[config.mk]
export PLATFORM = sky130hd
export DESIGN_NAME = tile_map_scroll_controller_top_flat
export DESIGN_NICKNAME = d
export VERILOG_FILES = /design/src/rtl/core/tmsc_pkg.sv /design/src/rtl/core/tmsc_if.sv /design/src/rtl/core/tmsc_front.sv /design/src/rtl/core/tmsc_queue.sv /design/src/rtl/core/tmsc_back.sv /design/src/rtl/core/tile_map_scroll_controller_top.sv /design/src/flat_wrapper.sv
export VERILOG_INCLUDE_DIRS = /design/src /design/src/rtl/core
export SDC_FILE = /design/constraint.sdc
export NUM_CORES = 1
export LEC_CHECK = 0
export ABC_CLOCK_PERIOD_IN_PS = 11100
export BUFFER_PORTS_ARGS = -buffer_cell sky130_fd_sc_hd__buf_2
export CORE_ASPECT_RATIO = 0.7
export CORE_MARGIN = 1.5
export CORE_UTILIZATION = 67
export CTS_BUF_LIST = sky130_fd_sc_hd__clkbuf_16
export DETAILED_ROUTE_END_ITERATION = 10
export GPL_TIMING_DRIVEN = 0
export HOLD_SLACK_MARGIN = 0.12
export PLACE_DENSITY = 0.94
export SYNTH_ARGS = -nofsm -noshare
export SYNTH_HDL_FRONTEND = slang
export SYNTH_SLANG_ARGS = --single-unit
[constraint.sdc]
create_clock -name clk -period 11.1 [get_ports clk]
set_clock_uncertainty 0.15 [all_clocks]
set_input_delay 2.22 -clock clk [delete_from_list [all_inputs] [get_ports clk]]
set_output_delay 2.22 -clock clk [all_outputs]
set_load 0.02 [all_outputs]
[src/rtl/core/tile_map_scroll_controller_top_assert.svh]
// Assertion macros shared by the tile map scroll controller modules.
`ifndef TILE_MAP_SCROLL_CONTROLLER_TOP_ASSERT_SVH
`define TILE_MAP_SCROLL_CONTROLLER_TOP_ASSERT_SVH

// The consequent must hold in the same cycle as the antecedent.
`define TMSC_ASSERT_IMP(label, clk, rst_n, ante, cons, msg) \
    label: assert property (@(posedge clk) disable iff (!rst_n) (ante) |-> (cons)) \
        else $error(msg);

// The consequent must hold in the cycle after the antecedent.
`define TMSC_ASSERT_NEXT(label, clk, rst_n, ante, cons, msg) \
    label: assert property (@(posedge clk) disable iff (!rst_n) (ante) |=> (cons)) \
        else $error(msg);

`endif

[src/rtl/core/tmsc_pkg.sv]
package tmsc_pkg;

    localparam int SCREEN_WIDTH  = 32;
    localparam int MAX_VIEW_ROWS = 24;
    localparam int ROW_W         = $clog2(MAX_VIEW_ROWS + 1);

    // Queue depth must be a power of two.
    localparam int QUEUE_DEPTH = 2;
    localparam int QPTR_W      = (QUEUE_DEPTH > 1) ? $clog2(QUEUE_DEPTH) : 1;
    localparam int QCNT_W      = $clog2(QUEUE_DEPTH + 1);

    localparam int CFG_IDX_W  = 3;
    localparam int CFG_DATA_W = 16;

    localparam logic [1:0] CMD_MOVE_X = 2'd0;
    localparam logic [1:0] CMD_MOVE_Y = 2'd1;
    localparam logic [1:0] CMD_UPDATE = 2'd2;

    localparam logic [CFG_IDX_W-1:0] REG_MAP_BASE    = 3'd0;
    localparam logic [CFG_IDX_W-1:0] REG_LAYOUT_BASE = 3'd1;
    localparam logic [CFG_IDX_W-1:0] REG_MAP_WIDTH   = 3'd2;
    localparam logic [CFG_IDX_W-1:0] REG_MAP_HEIGHT  = 3'd3;
    localparam logic [CFG_IDX_W-1:0] REG_VIEW_WIDTH  = 3'd4;
    localparam logic [CFG_IDX_W-1:0] REG_VIEW_HEIGHT = 3'd5;
    localparam logic [CFG_IDX_W-1:0] REG_WRAP_ENABLE = 3'd6;

    localparam logic KIND_ADJUST = 1'b0;
    localparam logic KIND_COPY   = 1'b1;

    typedef struct packed {
        logic [15:0] map_base;
        logic [15:0] layout_base;
        logic [7:0]  map_width;
        logic [7:0]  map_height;
        logic [5:0]  view_width;
        logic [4:0]  view_height;
        logic        wrap_enable;
    } cfg_t;

    typedef struct packed {
        logic [6:0] adj;
        logic [7:0] tx;
        logic [7:0] ty;
        logic       copy;
    } job_t;

    typedef enum logic [2:0] {
        ST_IDLE,
        ST_SETUP,
        ST_ADJ,
        ST_ROW_A,
        ST_ROW_B
    } back_state_t;

    function automatic logic [10:0] clamp_move(input logic [10:0] cur,
                                               input logic [7:0] d,
                                               input logic [12:0] limit);
        logic signed [12:0] lim;
        logic signed [12:0] c;
        logic signed [12:0] dd;
        logic signed [12:0] s;
        logic [10:0] res;
        lim = limit[12] ? 13'sd0 : $signed(limit);
        c   = $signed({2'b00, cur});
        dd  = $signed({{5{d[7]}}, d});
        s   = c + dd;
        if (dd > 13'sd0) begin
            res = (s < lim) ? s[10:0] : lim[10:0];
        end
        else begin
            res = (c > -dd) ? s[10:0] : 11'd0;
        end
        return res;
    endfunction

endpackage

[src/rtl/core/tmsc_if.sv]
interface tmsc_item_if;
    logic              valid;
    logic              ready;
    logic [1:0]        cmd;
    logic signed [7:0] delta;

    modport source (output valid, output cmd, output delta, input ready);
    modport sink (input valid, input cmd, input delta, output ready);
endinterface

interface tmsc_result_if;
    logic        valid;
    logic        ready;
    logic        kind;
    logic [6:0]  adjust_value;
    logic [15:0] src_addr;
    logic [15:0] dst_addr;
    logic [5:0]  run_length;
    logic        last;

    modport source (output valid, output kind, output adjust_value, output src_addr,
                    output dst_addr, output run_length, output last, input ready);
    modport sink (input valid, input kind, input adjust_value, input src_addr,
                  input dst_addr, input run_length, input last, output ready);
endinterface

interface tmsc_cfg_if import tmsc_pkg::*; ();
    logic                  valid;
    logic                  ready;
    logic [CFG_IDX_W-1:0]  index;
    logic [CFG_DATA_W-1:0] data;

    modport source (output valid, output index, output data, input ready);
    modport sink (input valid, input index, input data, output ready);
endinterface

[src/rtl/core/tmsc_front.sv]
module tmsc_front import tmsc_pkg::*;
(
    input  logic        clk,
    input  logic        rst_n,
    tmsc_item_if.sink   items,
    tmsc_cfg_if.sink    cfg,
    output cfg_t        cfg_q,
    output logic        push,
    output job_t        push_job,
    input  logic        full
);

    cfg_t        cfg_reg, cfg_next;
    logic [10:0] offset_x_reg, offset_x_next;
    logic [10:0] offset_y_reg, offset_y_next;
    logic [7:0]  shown_x_reg, shown_x_next;
    logic [7:0]  shown_y_reg, shown_y_next;
    logic        shown_valid_reg, shown_valid_next;

    logic        acc;
    logic [7:0]  tx;
    logic [7:0]  ty;
    logic        same;
    logic        d_pos;
    logic [12:0] dext;
    logic [12:0] w8;
    logic [12:0] sum_x;
    logic [12:0] wrap_x;
    logic [12:0] lim_x;
    logic [12:0] lim_y;

    assign cfg.ready   = 1'b1;
    assign items.ready = !full;
    assign acc         = items.valid && items.ready;
    assign cfg_q       = cfg_reg;

    assign tx   = offset_x_reg[10:3];
    assign ty   = offset_y_reg[10:3];
    assign same = shown_valid_reg && (tx == shown_x_reg) && (ty == shown_y_reg);

    assign d_pos = !items.delta[7] && (items.delta != 8'sd0);
    assign dext  = {{5{items.delta[7]}}, items.delta};
    assign w8    = {2'b00, cfg_reg.map_width, 3'b000};
    assign sum_x = {2'b00, offset_x_reg} + dext;
    assign lim_x = ({5'b0, cfg_reg.map_width} - {7'b0, cfg_reg.view_width}) << 3;
    assign lim_y = ({5'b0, cfg_reg.map_height} - {8'b0, cfg_reg.view_height}) << 3;

    always_comb
    begin
        if (d_pos)
        begin
            wrap_x = (sum_x >= w8) ? sum_x - w8 : sum_x;
        end
        else
        begin
            wrap_x = sum_x[12] ? sum_x + w8 : sum_x;
        end
    end

    always_comb
    begin
        cfg_next = cfg_reg;
        if (cfg.valid && cfg.ready)
        begin
            case (cfg.index)
                REG_MAP_BASE:    cfg_next.map_base    = cfg.data;
                REG_LAYOUT_BASE: cfg_next.layout_base = cfg.data;
                REG_MAP_WIDTH:   cfg_next.map_width   = cfg.data[7:0];
                REG_MAP_HEIGHT:  cfg_next.map_height  = cfg.data[7:0];
                REG_VIEW_WIDTH:  cfg_next.view_width  = cfg.data[5:0];
                REG_VIEW_HEIGHT: cfg_next.view_height = cfg.data[4:0];
                REG_WRAP_ENABLE: cfg_next.wrap_enable = cfg.data[0];
                default:         cfg_next = cfg_reg;
            endcase
        end
    end

    always_comb
    begin
        offset_x_next    = offset_x_reg;
        offset_y_next    = offset_y_reg;
        shown_x_next     = shown_x_reg;
        shown_y_next     = shown_y_reg;
        shown_valid_next = shown_valid_reg;
        push             = 1'b0;
        push_job.adj     = {offset_y_reg[2:0], 1'b0, offset_x_reg[2:0]};
        push_job.tx      = tx;
        push_job.ty      = ty;
        push_job.copy    = !same;
        if (acc)
        begin
            case (items.cmd)
                CMD_MOVE_X:
                begin
                    if (cfg_reg.wrap_enable)
                    begin
                        offset_x_next = wrap_x[10:0];
                    end
                    else
                    begin
                        offset_x_next = clamp_move(offset_x_reg, items.delta, lim_x);
                    end
                end
                CMD_MOVE_Y:
                begin
                    offset_y_next = clamp_move(offset_y_reg, items.delta, lim_y);
                end
                CMD_UPDATE:
                begin
                    push = 1'b1;
                    if (!same)
                    begin
                        shown_x_next     = tx;
                        shown_y_next     = ty;
                        shown_valid_next = 1'b1;
                    end
                end
                default:
                begin
                    push = 1'b0;
                end
            endcase
        end
    end

    always_ff @(posedge clk or negedge rst_n)
    begin
        if (!rst_n)
        begin
            cfg_reg.map_base    <= 16'd0;
            cfg_reg.layout_base <= 16'd0;
            cfg_reg.map_width   <= 8'd32;
            cfg_reg.map_height  <= 8'd24;
            cfg_reg.view_width  <= 6'd32;
            cfg_reg.view_height <= 5'd24;
            cfg_reg.wrap_enable <= 1'b0;
            offset_x_reg        <= 11'd0;
            offset_y_reg        <= 11'd0;
            shown_x_reg         <= 8'd0;
            shown_y_reg         <= 8'd0;
            shown_valid_reg     <= 1'b0;
        end
        else
        begin
            cfg_reg         <= cfg_next;
            offset_x_reg    <= offset_x_next;
            offset_y_reg    <= offset_y_next;
            shown_x_reg     <= shown_x_next;
            shown_y_reg     <= shown_y_next;
            shown_valid_reg <= shown_valid_next;
        end
    end

endmodule

[src/rtl/core/tmsc_queue.sv]
`include "tile_map_scroll_controller_top_assert.svh"

module tmsc_queue import tmsc_pkg::*;
(
    input  logic clk,
    input  logic rst_n,
    input  logic push,
    input  job_t push_job,
    output logic full,
    input  logic pop,
    output job_t pop_job,
    output logic empty
);

    job_t              entry_reg [QUEUE_DEPTH];
    logic [QPTR_W-1:0] wr_ptr_reg, wr_ptr_next;
    logic [QPTR_W-1:0] rd_ptr_reg, rd_ptr_next;
    logic [QCNT_W-1:0] count_reg, count_next;

    assign full    = (count_reg == QCNT_W'(QUEUE_DEPTH));
    assign empty   = (count_reg == '0);
    assign pop_job = entry_reg[rd_ptr_reg];

    always_comb
    begin
        wr_ptr_next = wr_ptr_reg;
        rd_ptr_next = rd_ptr_reg;
        count_next  = count_reg;
        if (push)
        begin
            wr_ptr_next = (wr_ptr_reg == QPTR_W'(QUEUE_DEPTH - 1)) ? '0 : wr_ptr_reg + 1'b1;
        end
        if (pop)
        begin
            rd_ptr_next = (rd_ptr_reg == QPTR_W'(QUEUE_DEPTH - 1)) ? '0 : rd_ptr_reg + 1'b1;
        end
        if (push && !pop)
        begin
            count_next = count_reg + 1'b1;
        end
        else if (pop && !push)
        begin
            count_next = count_reg - 1'b1;
        end
    end

    always_ff @(posedge clk)
    begin
        if (push)
        begin
            entry_reg[wr_ptr_reg] <= push_job;
        end
    end

    always_ff @(posedge clk or negedge rst_n)
    begin
        if (!rst_n)
        begin
            wr_ptr_reg <= '0;
            rd_ptr_reg <= '0;
            count_reg  <= '0;
        end
        else
        begin
            wr_ptr_reg <= wr_ptr_next;
            rd_ptr_reg <= rd_ptr_next;
            count_reg  <= count_next;
        end
    end

    `TMSC_ASSERT_IMP(a_no_push_when_full, clk, rst_n, push, !full, "push into full queue")
    `TMSC_ASSERT_IMP(a_no_pop_when_empty, clk, rst_n, pop, !empty, "pop from empty queue")

endmodule

[src/rtl/core/tmsc_back.sv]
`include "tile_map_scroll_controller_top_assert.svh"

module tmsc_back import tmsc_pkg::*;
(
    input  logic          clk,
    input  logic          rst_n,
    input  cfg_t          cfg_q,
    input  logic          empty,
    input  job_t          pop_job,
    output logic          pop,
    tmsc_result_if.source results
);

    back_state_t      state_reg, state_next;
    job_t             job_reg, job_next;
    logic [15:0]      src_reg, src_next;
    logic [15:0]      dst_reg, dst_next;
    logic [ROW_W-1:0] row_reg, row_next;

    logic        out_valid_reg, out_valid_next;
    logic        kind_reg, kind_next;
    logic [6:0]  adj_reg, adj_next;
    logic [15:0] src_out_reg, src_out_next;
    logic [15:0] dst_out_reg, dst_out_next;
    logic [5:0]  len_reg, len_next;
    logic        last_reg, last_next;

    logic             load;
    logic [ROW_W-1:0] rows;
    logic             fin;
    logic             split;
    logic [7:0]       sw;
    logic [5:0]       sw6;
    logic [15:0]      src_base;
    logic [15:0]      prod;

    assign load = !out_valid_reg || results.ready;
    assign rows = (cfg_q.view_height > 5'(MAX_VIEW_ROWS)) ? ROW_W'(MAX_VIEW_ROWS)
                                                          : ROW_W'(cfg_q.view_height);
    assign fin   = ({1'b0, row_reg} + 1'b1) == {1'b0, rows};
    assign split = cfg_q.wrap_enable &&
                   (({1'b0, job_reg.tx} + {3'b0, cfg_q.view_width}) > {1'b0, cfg_q.map_width});
    assign sw    = (job_reg.tx < cfg_q.map_width) ? cfg_q.map_width - job_reg.tx : 8'd0;
    assign sw6   = sw[5:0];
    assign prod  = job_reg.ty * cfg_q.map_width;
    assign src_base = cfg_q.map_base + prod + {8'b0, job_reg.tx};

    assign results.valid        = out_valid_reg;
    assign results.kind         = kind_reg;
    assign results.adjust_value = adj_reg;
    assign results.src_addr     = src_out_reg;
    assign results.dst_addr     = dst_out_reg;
    assign results.run_length   = len_reg;
    assign results.last         = last_reg;

    always_comb
    begin
        state_next     = state_reg;
        job_next       = job_reg;
        src_next       = src_reg;
        dst_next       = dst_reg;
        row_next       = row_reg;
        out_valid_next = out_valid_reg && !results.ready;
        kind_next      = kind_reg;
        adj_next       = adj_reg;
        src_out_next   = src_out_reg;
        dst_out_next   = dst_out_reg;
        len_next       = len_reg;
        last_next      = last_reg;
        pop            = 1'b0;
        case (state_reg)
            ST_IDLE:
            begin
                if (!empty)
                begin
                    pop        = 1'b1;
                    job_next   = pop_job;
                    state_next = ST_SETUP;
                end
            end
            ST_SETUP:
            begin
                src_next   = src_base;
                dst_next   = cfg_q.layout_base;
                row_next   = '0;
                state_next = ST_ADJ;
            end
            ST_ADJ:
            begin
                if (load)
                begin
                    out_valid_next = 1'b1;
                    kind_next      = KIND_ADJUST;
                    adj_next       = job_reg.adj;
                    src_out_next   = 16'd0;
                    dst_out_next   = 16'd0;
                    len_next       = 6'd0;
                    last_next      = !job_reg.copy || (rows == '0);
                    state_next     = (!job_reg.copy || (rows == '0)) ? ST_IDLE : ST_ROW_A;
                end
            end
            ST_ROW_A:
            begin
                if (load)
                begin
                    out_valid_next = 1'b1;
                    kind_next      = KIND_COPY;
                    adj_next       = 7'd0;
                    src_out_next   = src_reg;
                    dst_out_next   = dst_reg;
                    if (split)
                    begin
                        len_next   = sw6;
                        last_next  = 1'b0;
                        state_next = ST_ROW_B;
                    end
                    else
                    begin
                        len_next   = cfg_q.view_width;
                        last_next  = fin;
                        src_next   = src_reg + {8'b0, cfg_q.map_width};
                        dst_next   = dst_reg + 16'(SCREEN_WIDTH);
                        row_next   = row_reg + 1'b1;
                        state_next = fin ? ST_IDLE : ST_ROW_A;
                    end
                end
            end
            ST_ROW_B:
            begin
                if (load)
                begin
                    out_valid_next = 1'b1;
                    kind_next      = KIND_COPY;
                    adj_next       = 7'd0;
                    src_out_next   = src_reg - {8'b0, job_reg.tx};
                    dst_out_next   = dst_reg + {10'b0, sw6};
                    len_next       = cfg_q.view_width - sw6;
                    last_next      = fin;
                    src_next       = src_reg + {8'b0, cfg_q.map_width};
                    dst_next       = dst_reg + 16'(SCREEN_WIDTH);
                    row_next       = row_reg + 1'b1;
                    state_next     = fin ? ST_IDLE : ST_ROW_A;
                end
            end
            default:
            begin
                state_next = ST_IDLE;
            end
        endcase
    end

    always_ff @(posedge clk or negedge rst_n)
    begin
        if (!rst_n)
        begin
            state_reg     <= ST_IDLE;
            out_valid_reg <= 1'b0;
        end
        else
        begin
            state_reg     <= state_next;
            out_valid_reg <= out_valid_next;
        end
    end

    always_ff @(posedge clk)
    begin
        job_reg     <= job_next;
        src_reg     <= src_next;
        dst_reg     <= dst_next;
        row_reg     <= row_next;
        kind_reg    <= kind_next;
        adj_reg     <= adj_next;
        src_out_reg <= src_out_next;
        dst_out_reg <= dst_out_next;
        len_reg     <= len_next;
        last_reg    <= last_next;
    end

    `TMSC_ASSERT_NEXT(a_pop_starts_setup, clk, rst_n, pop, state_reg == ST_SETUP, "pop did not start setup")
    `TMSC_ASSERT_NEXT(a_adjust_word_first, clk, rst_n, (state_reg == ST_ADJ) && load, out_valid_reg && (kind_reg == KIND_ADJUST), "adjust word not presented")

endmodule

[src/rtl/core/tile_map_scroll_controller_top.sv]
// Tile map scroll controller. A move command (horizontal or vertical) is taken while the queue
// is not full and updates the registered pixel offsets; an update command is classified on entry
// and queued (two deep) for the back end, which pops it in its idle state and computes the start
// address in its setup state, then emits one result word per cycle while the output register
// drains: the fine-adjust word, followed, when the tile position changed, by one copy run per
// view row, or two per row when the view wraps across the map edge. Configuration writes are
// taken in any cycle.
module tile_map_scroll_controller_top import tmsc_pkg::*;
(
    input  logic          clk,
    input  logic          rst_n,
    tmsc_item_if.sink     items,
    tmsc_result_if.source results,
    tmsc_cfg_if.sink      cfg
);

    cfg_t cfg_q;
    logic push;
    job_t push_job;
    logic full;
    logic pop;
    job_t pop_job;
    logic empty;

    tmsc_front u_front (
        .clk      (clk),
        .rst_n    (rst_n),
        .items    (items),
        .cfg      (cfg),
        .cfg_q    (cfg_q),
        .push     (push),
        .push_job (push_job),
        .full     (full)
    );

    tmsc_queue u_queue (
        .clk      (clk),
        .rst_n    (rst_n),
        .push     (push),
        .push_job (push_job),
        .full     (full),
        .pop      (pop),
        .pop_job  (pop_job),
        .empty    (empty)
    );

    tmsc_back u_back (
        .clk     (clk),
        .rst_n   (rst_n),
        .cfg_q   (cfg_q),
        .empty   (empty),
        .pop_job (pop_job),
        .pop     (pop),
        .results (results)
    );

endmodule
[src/flat_wrapper.sv]
// flat-port wrapper written by rule: the top's interface ports become plain ports
module tile_map_scroll_controller_top_flat import tmsc_pkg::*;
  (clk, rst_n, items_valid, items_cmd, items_delta, items_ready, results_valid, results_kind, results_adjust_value, results_src_addr, results_dst_addr, results_run_length, results_last, results_ready, cfg_valid, cfg_index, cfg_data, cfg_ready);
  tmsc_item_if items_i ();
  tmsc_result_if results_i ();
  tmsc_cfg_if cfg_i ();
  input  logic clk;
  input  logic rst_n;
  input wire logic [$bits(items_i.valid)-1:0] items_valid;
  input wire logic [$bits(items_i.cmd)-1:0] items_cmd;
  input wire logic [$bits(items_i.delta)-1:0] items_delta;
  output wire logic [$bits(items_i.ready)-1:0] items_ready;
  output wire logic [$bits(results_i.valid)-1:0] results_valid;
  output wire logic [$bits(results_i.kind)-1:0] results_kind;
  output wire logic [$bits(results_i.adjust_value)-1:0] results_adjust_value;
  output wire logic [$bits(results_i.src_addr)-1:0] results_src_addr;
  output wire logic [$bits(results_i.dst_addr)-1:0] results_dst_addr;
  output wire logic [$bits(results_i.run_length)-1:0] results_run_length;
  output wire logic [$bits(results_i.last)-1:0] results_last;
  input wire logic [$bits(results_i.ready)-1:0] results_ready;
  input wire logic [$bits(cfg_i.valid)-1:0] cfg_valid;
  input wire logic [$bits(cfg_i.index)-1:0] cfg_index;
  input wire logic [$bits(cfg_i.data)-1:0] cfg_data;
  output wire logic [$bits(cfg_i.ready)-1:0] cfg_ready;
  assign items_i.valid = items_valid;
  assign items_i.cmd = items_cmd;
  assign items_i.delta = items_delta;
  assign items_ready = items_i.ready;
  assign results_valid = results_i.valid;
  assign results_kind = results_i.kind;
  assign results_adjust_value = results_i.adjust_value;
  assign results_src_addr = results_i.src_addr;
  assign results_dst_addr = results_i.dst_addr;
  assign results_run_length = results_i.run_length;
  assign results_last = results_i.last;
  assign results_i.ready = results_ready;
  assign cfg_i.valid = cfg_valid;
  assign cfg_i.index = cfg_index;
  assign cfg_i.data = cfg_data;
  assign cfg_ready = cfg_i.ready;
  tile_map_scroll_controller_top u_core (.clk(clk), .rst_n(rst_n), .items(items_i), .results(results_i), .cfg(cfg_i));
endmodule
==> out/metrics.yaml, run 1 <==
drtPass1Iterations: 5
seqCellArea_um2: 7250
arrival_ps: 6820
antenna_found_initial: 1
initial_core_util_pct: 68.5
antenna_left: 0
post_cts_buffers: 0
cts_buffer_depth: 3
drt_iter0_drc: 1792
core.rowCount: 51
slew_violations: 0
finalCriticalPeriod_ps: 6680
die-area_um2: 29700
synth_flop_cell: "edfxtp_1"
vias_per_cell: 6.66
cts_max_level: 1
synth_top_family_by_area: "adder cells"
cts_resized: 0
hold_violations: 0
syn2layout_area_growth_pct: 9.27
crit_fanout: 9
largest_register_ffs: 60
min_path_type: "reg -> reg"
io_pins: 84
io_buffer_count: 80
synth-adder-area-share_pct: 19.5
reg2reg_slack_ps: 4420
ys_seq_elements: 259
timing.fmax_mhz: 150
grt_pass1_wl_mm: 85.4
syn_area_per_cell_um2: 10.2
synthCells: 1887
synth_nets: 2180
n_fill_cell: 1685
relSlewSlack_pct: 11.3
async_flop_share_pct: 41.3
synth_edf_count: 152
drc_errors: 0
worst_setup_path_start_kind: "register"
finalNonFillerCells: 2390
grt_overflow: 0
synth_xor_area_share_pct: 5.38
yosys.area_share.simple_pct: 13.7
final-setup-viol-count: 0
synth_cell_types: 94
grtUsageTotal_pct: 37.8
clock_sinks: 259
grt_setup_unrepaired: "no"
wl_mm: 55.4
hold_buffers: 0
tns_ps: 0
tightest_slew_ps: 1320
synth_top_area_cell: "edfxtp_1"
die_h_um: 145
ys_seq_area_share_pct: 37.8
drive_gt1_share_pct: 11.8
hpwl_mm: 41.2
grt_pass1_vias: 15700
clock_latency_ps: 560
cts_buffers: 25
synth_top_area_share_pct: 23.8
required_ps: 11240
wire_per_inst_um: 23.2
synth_compound_area_share_pct: 13.6
mappedNetlistArea_um2: 19200
core_um2: 28000
worst_setup_path_end_kind: "register"
maxCapViolCount: 0
yosys_warnings: 0
ys_top_cells_by_area: "edfxtp_1, dfrtp_1, ha_1"
root_buffer: "clkbuf_16"
setup.worst_path.class: "reg -> reg"
nets: 2292
gp_congestion: 0.987
dp_cells: 2342
synthMuxAreaShare_pct: 5.31
cts_tree: "done"
die_x_um: 205
vias: 15900
multiInputGateArea_um2: 11000
grt_start_max_net_pins: 61
outcome: "completed"
period_share_pct: 60.1
path_clk_slew_ps: 70
## placed cells by master, fill, tap and decap left out, types with 8 or more instances in the layout
master     instances
ha_1             192
nand2_1          179
inv_1            174
edfxtp_1         152
o21ai_0          120
dfrtp_1          101
nor2_1            93
a21oi_1           86
buf_2             81
xnor2_1           78
mux2_2            74
fa_1              67
clkbuf_1          46
and2_1            46
xor2_1            40
nand3_1           34
a21o_1            33
nor3_1            26
clkbuf_16         26
nor2b_1           25
and3_1            22
nand2b_1          21
o21a_1            16
nand4_1           16
mux2i_1           16
o31ai_1           16
a31oi_1           14
o22ai_1           14
nor3b_1           14
a211oi_1          13
o21bai_1          10
a221o_1           10
a21boi_0           9
a211o_1            8
nor4_1             8
## final timing paths
kind                                                         endpoint  cells after the start                                 start
setup / recovery                  u_core.u_back.src_reg[15]$_DFFE_PP_                     19  u_core.u_front.cfg_q[21]$_DFFE_PN0P_
hold / removal                   u_core.u_front.cfg_q[30]$_DFFE_PN0P_                      1  u_core.u_front.cfg_q[30]$_DFFE_PN0P_
setup reg to reg                  u_core.u_back.src_reg[15]$_DFFE_PP_                     19  u_core.u_front.cfg_q[21]$_DFFE_PN0P_
hold reg to reg                  u_core.u_front.cfg_q[30]$_DFFE_PN0P_                      1  u_core.u_front.cfg_q[30]$_DFFE_PN0P_
max in group asynchronous        u_core.u_front.cfg_q[25]$_DFFE_PN1P_                      2                                 rst_n
min in group asynchronous  u_core.u_front.offset_y_reg[5]$_DFFE_PN0P_                      1                                 rst_n
## cell usage after synthesis (3+ instances only)
library cell	instances
nand2_1	179
nand3_1	34
nor4b_1	3
edfxtp_1	152
nand2b_1	21
nor3_1	26
inv_1	166
o31ai_1	16
a211oi_1	13
or2_2	6
a211o_1	8
dfstp_2	6
a22o_1	5
xnor2_1	78
a21oi_1	86
o22ai_1	14
clkbuf_1	46
nor2b_1	25
a21o_1	33
and3_1	22
mux2i_1	16
o21a_1	16
o21ai_0	120
nor3b_1	14
fa_1	67
xor2_1	40
buf_1	4
a221o_1	10
a31oi_1	14
nand4_1	16
o21bai_1	10
nor2_1	96
nor4_1	8
o41ai_1	7
or4_1	3
dfrtp_1	101
or3_1	7
clkbuf_8	4
ha_1	192
o211a_1	3
o211ai_1	4
and2_1	46
mux2_2	74
a21boi_0	9
nand4b_1	5
## critical path, stage by stage, from the launching register on
cell and delay [ps]:
dfrtp_1 690, clkbuf_1 420, nand2_1 140, fa_1 530, inv_1 60, fa_1 460, ha_1 330, fa_1 530
inv_1 60, fa_1 500, inv_1 50, ha_1 330, a21oi_1 300, nor2b_1 100, o21a_1 200, o41ai_1 530
o21ai_0 330, o31ai_1 430, a311o_1 240, nor2_1 40
## cell families (layout without fill, tap and decap cells)
logic type,after synthesis,after routing
simple gates,527,527
other cells,2,3
flops,259,259
mux,92,92
xor+xnor,118,118
buf+inv,227,358
compound gates,403,403
fa+ha+maj,259,259
## area by class of cell
| type | count | area share (%) |
|---|---|---|
| Tap cell | 371 | 2.21 |
| Sequential cell | 259 | 34.6 |
| Buffer | 60 | 1.38 |
| Multi-Input combinational cell | 1401 | 52.6 |
| Antenna cell | 1 | 0.0119 |
| Timing Repair Buffer | 85 | 2.35 |
| Clock buffer | 26 | 3.10 |
| Inverter | 167 | 2.99 |
| Clock inverter | 20 | 0.752 |
## stage by stage
stage	setup slack [ps]	util, %	hold WS [ps]	instance area [um2]
final	4420	74.9	350	21000
after global routing	4150	74.9	357	21000
after CTS	4610	74.8	353	21000
after detailed placement	4390	71.9	338	20200
after global placement	4500	71.6	299	20100
after floorplan	5220	-	284	19200
## routing by layer
| layer | vias to the layer above | routed length [um] | GRT usage (%) |
|---|---|---|---|
| li1 | 6926 | - | - |
| met1 | 7620 | 21300 | 50.8 |
| met2 | 1129 | 24400 | 58.1 |
| met3 | 231 | 7380 | 10.7 |
| met4 | 2 | 2290 | 15.0 |
| met5 | - | 17 | 0 |
Power of run 1 is not shown: default switching activity piles up to over one toggle a cycle in this logic, so the estimate is an artifact.
==> run 2: changes to the inputs <==
--- a/config.mk
+++ b/config.mk
@@ -6,16 +6,16 @@
 export SDC_FILE = /design/constraint.sdc
 export NUM_CORES = 1
 export LEC_CHECK = 0
-export ABC_CLOCK_PERIOD_IN_PS = 11100
+export ABC_CLOCK_PERIOD_IN_PS = 5500
 export BUFFER_PORTS_ARGS = -buffer_cell sky130_fd_sc_hd__buf_2
 export CORE_ASPECT_RATIO = 0.7
 export CORE_MARGIN = 1.5
-export CORE_UTILIZATION = 67
+export CORE_UTILIZATION = 57
 export CTS_BUF_LIST = sky130_fd_sc_hd__clkbuf_16
 export DETAILED_ROUTE_END_ITERATION = 10
 export GPL_TIMING_DRIVEN = 0
 export HOLD_SLACK_MARGIN = 0.12
-export PLACE_DENSITY = 0.94
+export PLACE_DENSITY = 0.86
 export SYNTH_ARGS = -nofsm -noshare
 export SYNTH_HDL_FRONTEND = slang
 export SYNTH_SLANG_ARGS = --single-unit
==> constraint.sdc (replaced) <==
create_clock -name clk -period 5.5 [get_ports clk]
set_clock_uncertainty 0.15 [all_clocks]
set_input_delay 1.1 -clock clk [delete_from_list [all_inputs] [get_ports clk]]
set_output_delay 1.1 -clock clk [all_outputs]
set_load 0.02 [all_outputs]
==> run 2 against run 1 <==
  * Register-to-register slack worse by 4400 ps
  * Maximum frequency is 23% higher
  * Final cell count increased by 3.9%
  * Utilization fell by 10 points
  * Design area is 2.7% higher
  * Critical path type unchanged
  * Largest cell class unchanged
==> out/metrics.yaml, run 2 (synthesis gave the netlist of run 1 again) <==
final_common_cell: "ha_1"  # unchanged
antenna_found_initial: 2  # was 1
grt_overflow: 0  # unchanged
io_buffer_count: 80  # unchanged
path_clk_slew_ps: 70  # about the same
slew_violations: 0  # unchanged
clock_latency_ps: 560  # about the same
dp_cells: 2406  # was 2342
grt_pass1_wl_mm: 81.7  # was 85.4 mm
arrival_ps: 5590  # was 6820 ps
grt_setup_unrepaired: "yes"  # was no
die_h_um: 157  # was 145 um
cts_buffer_depth: 3  # unchanged
vias_per_cell: 6.22  # was 6.66
die_x_um: 222  # was 205 um
final-setup-viol-count: 0  # unchanged
required_ps: 5650  # was 11240 ps
path_cells: "buf_8, nand2_1, fa_1, inv_1, fa_1, ha_4, fa_1, inv_1, fa_1, inv_1, ha_1, a21oi_2, nor2b_1, o21a_1, o41ai_4, o21ai_2, o31ai_2, a311o_1, nor2_1"  # was clkbuf_1, nand2_1, fa_1, inv_1, fa_1, ha_1, fa_1, inv_1, fa_1, inv_1, ha_1, a21oi_1, nor2b_1, o21a_1, o41ai_1, o21ai_0, o31ai_1, a311o_1, nor2_1
wire_per_inst_um: 21.8  # was 23.2 um
min_path_type: "reg -> reg"  # unchanged
period_share_pct: 98.9  # was 60.1%
cts_max_level: 1  # unchanged
met1_usage_pct: 42.5  # was 50.8%
tightest_slew_ps: 1220  # was 1320 ps
fin_util_pct: 64.6  # was 74.9%
grt_util_met2_pct: 46.5  # was 58.1%
wl_mm: 54.2  # was 55.4 mm
grt-busiest-layer: "met2"  # unchanged
hpwl_mm: 39.9  # was 41.2 mm
worst_setup_path_start_kind: "register"  # unchanged
drtPass1Iterations: 8  # was 5
root_buffer: "clkbuf_16"  # unchanged
finalNonFillerCells: 2484  # was 2390
gp_congestion: 0.954  # was 0.987
drt_iter0_drc: 1979  # was 1792
use_met3_pct: 7.72  # was 10.7%
die-area_um2: 34800  # was 29700 um2
antenna_left: 0  # unchanged
drive_gt1_share_pct: 14.8  # was 11.8%
vias: 15400  # was 15900
timing.fmax_mhz: 184  # was 150 MHz
grt_start_max_net_pins: 58  # was 61
nets: 2319  # was 2292
grtUsageTotal_pct: 30.3  # was 37.8%
core_um2: 33400  # was 28000 um2
initial_core_util_pct: 57.6  # was 68.5%
io_pins: 84  # unchanged
setup.worst_path.class: "reg -> reg"  # unchanged
relSlewSlack_pct: 17.9  # was 11.3%
grt_pass1_vias: 15000  # was 15700
crit_fanout: 7  # was 9
largest_register_ffs: 60  # unchanged
hold_violations: 0  # unchanged
cts_buffers: 26  # was 25
cts_tree: "done"  # unchanged
syn2layout_area_growth_pct: 12.2  # was 9.27%
worst_setup_path_end_kind: "register"  # unchanged
cp_slowest_cell: "fa_1"  # was dfrtp_1
whs_ps: 323  # was 350 ps
crit_top_cell: "fa_1"  # unchanged
drc_errors: 0  # unchanged
clock_sinks: 259  # unchanged
finalCriticalPeriod_ps: 5440  # was 6680 ps
cp_slowest_stage_delay_ps: 560  # was 690 ps
final_cell_mix: "ha_1, nand2_1, inv_1"  # unchanged
outcome: "completed"  # unchanged
core.rowCount: 56  # was 51
maxCapViolCount: 0  # unchanged
==> run 2: cell types whose count changed in the layout (fill, tap and decap cells not counted), sizes merged <==
cell / before / now
clkinv: 8 / 9
clkinvlp: 0 / 3
inv: 177 / 173
bufinv: 2 / 3
buf: 93 / 123
clkbuf: 76 / 73
diode: 1 / 3
==> run 2: cell type report <==
type	count	area (um2)
Antenna cell	3	7.51
Buffer	57	293
Clock buffer	27	676
Clock inverter	21	203
Fill cell	2417	11800
Inverter	167	627
Multi-Input combinational cell	1401	11200
Sequential cell	259	7260
Tap cell	435	544
Timing Repair Buffer	114	781
==> run 2: final timing paths <==
check / from / endpoint / slack, ps / depth (start not counted)
max in group asynchronous: rst_n / u_core.u_front.cfg_q[25]$_DFFE_PN1P_ / 4130 / 2
setup / recovery: u_core.u_front.cfg_q[21]$_DFFE_PN0P_ / u_core.u_back.src_reg[15]$_DFFE_PP_ / 60 / 19
hold reg to reg: u_core.u_front.shown_valid_reg$_DFFE_PN0P_ / u_core.u_front.shown_valid_reg$_DFFE_PN0P_ / 320 / 1
hold / removal: u_core.u_front.shown_valid_reg$_DFFE_PN0P_ / u_core.u_front.shown_valid_reg$_DFFE_PN0P_ / 320 / 1
setup reg to reg: u_core.u_front.cfg_q[21]$_DFFE_PN0P_ / u_core.u_back.src_reg[15]$_DFFE_PP_ / 60 / 19
min in group asynchronous: rst_n / u_core.u_front.cfg_q[3]$_DFFE_PN0P_ / 340 / 1
==> run 2: worst max-delay path, delay by kind of cell, from the launching register on <==
kind	cells	cell delay (ps)
AO/OA/AOI/OAI	6	1420
adder cells (fa/ha/maj)	6	2690
buffers and inverters	4	300
flip-flops	1	420
AND/OR/NAND/NOR	3	200
==> run 2: routing by layer <==
layer  up-vias  routed length, um
li1       6976                  -
met1      7493              22800
met2       851              23900
met3       118               6060
met4         2               1470
met5         -                  9
==> run 2: per-stage QoR <==
step                setup WS (ps)  cell area [um2]  setup TNS (ps)
CTS                          2.90            21400               0
global placement             -599            20100           -2330
global route                -89.8            21500            -269
detailed placement           -731            20300           -3770
floorplan                    35.9            19200               0
finish                       58.9            21500               0
==> run 2: repair_timing <==
| action | CTS | global route |
|---|---|---|
| resized for setup | 21 | 18 |
| pin swaps | 1 | 9 |
| hold buffers | 0 | 0 |
| setup buffers | 22 | 7 |
| endpoints found under the setup margin | 11 | 9 |
Power of run 2 is left out for the same reason.
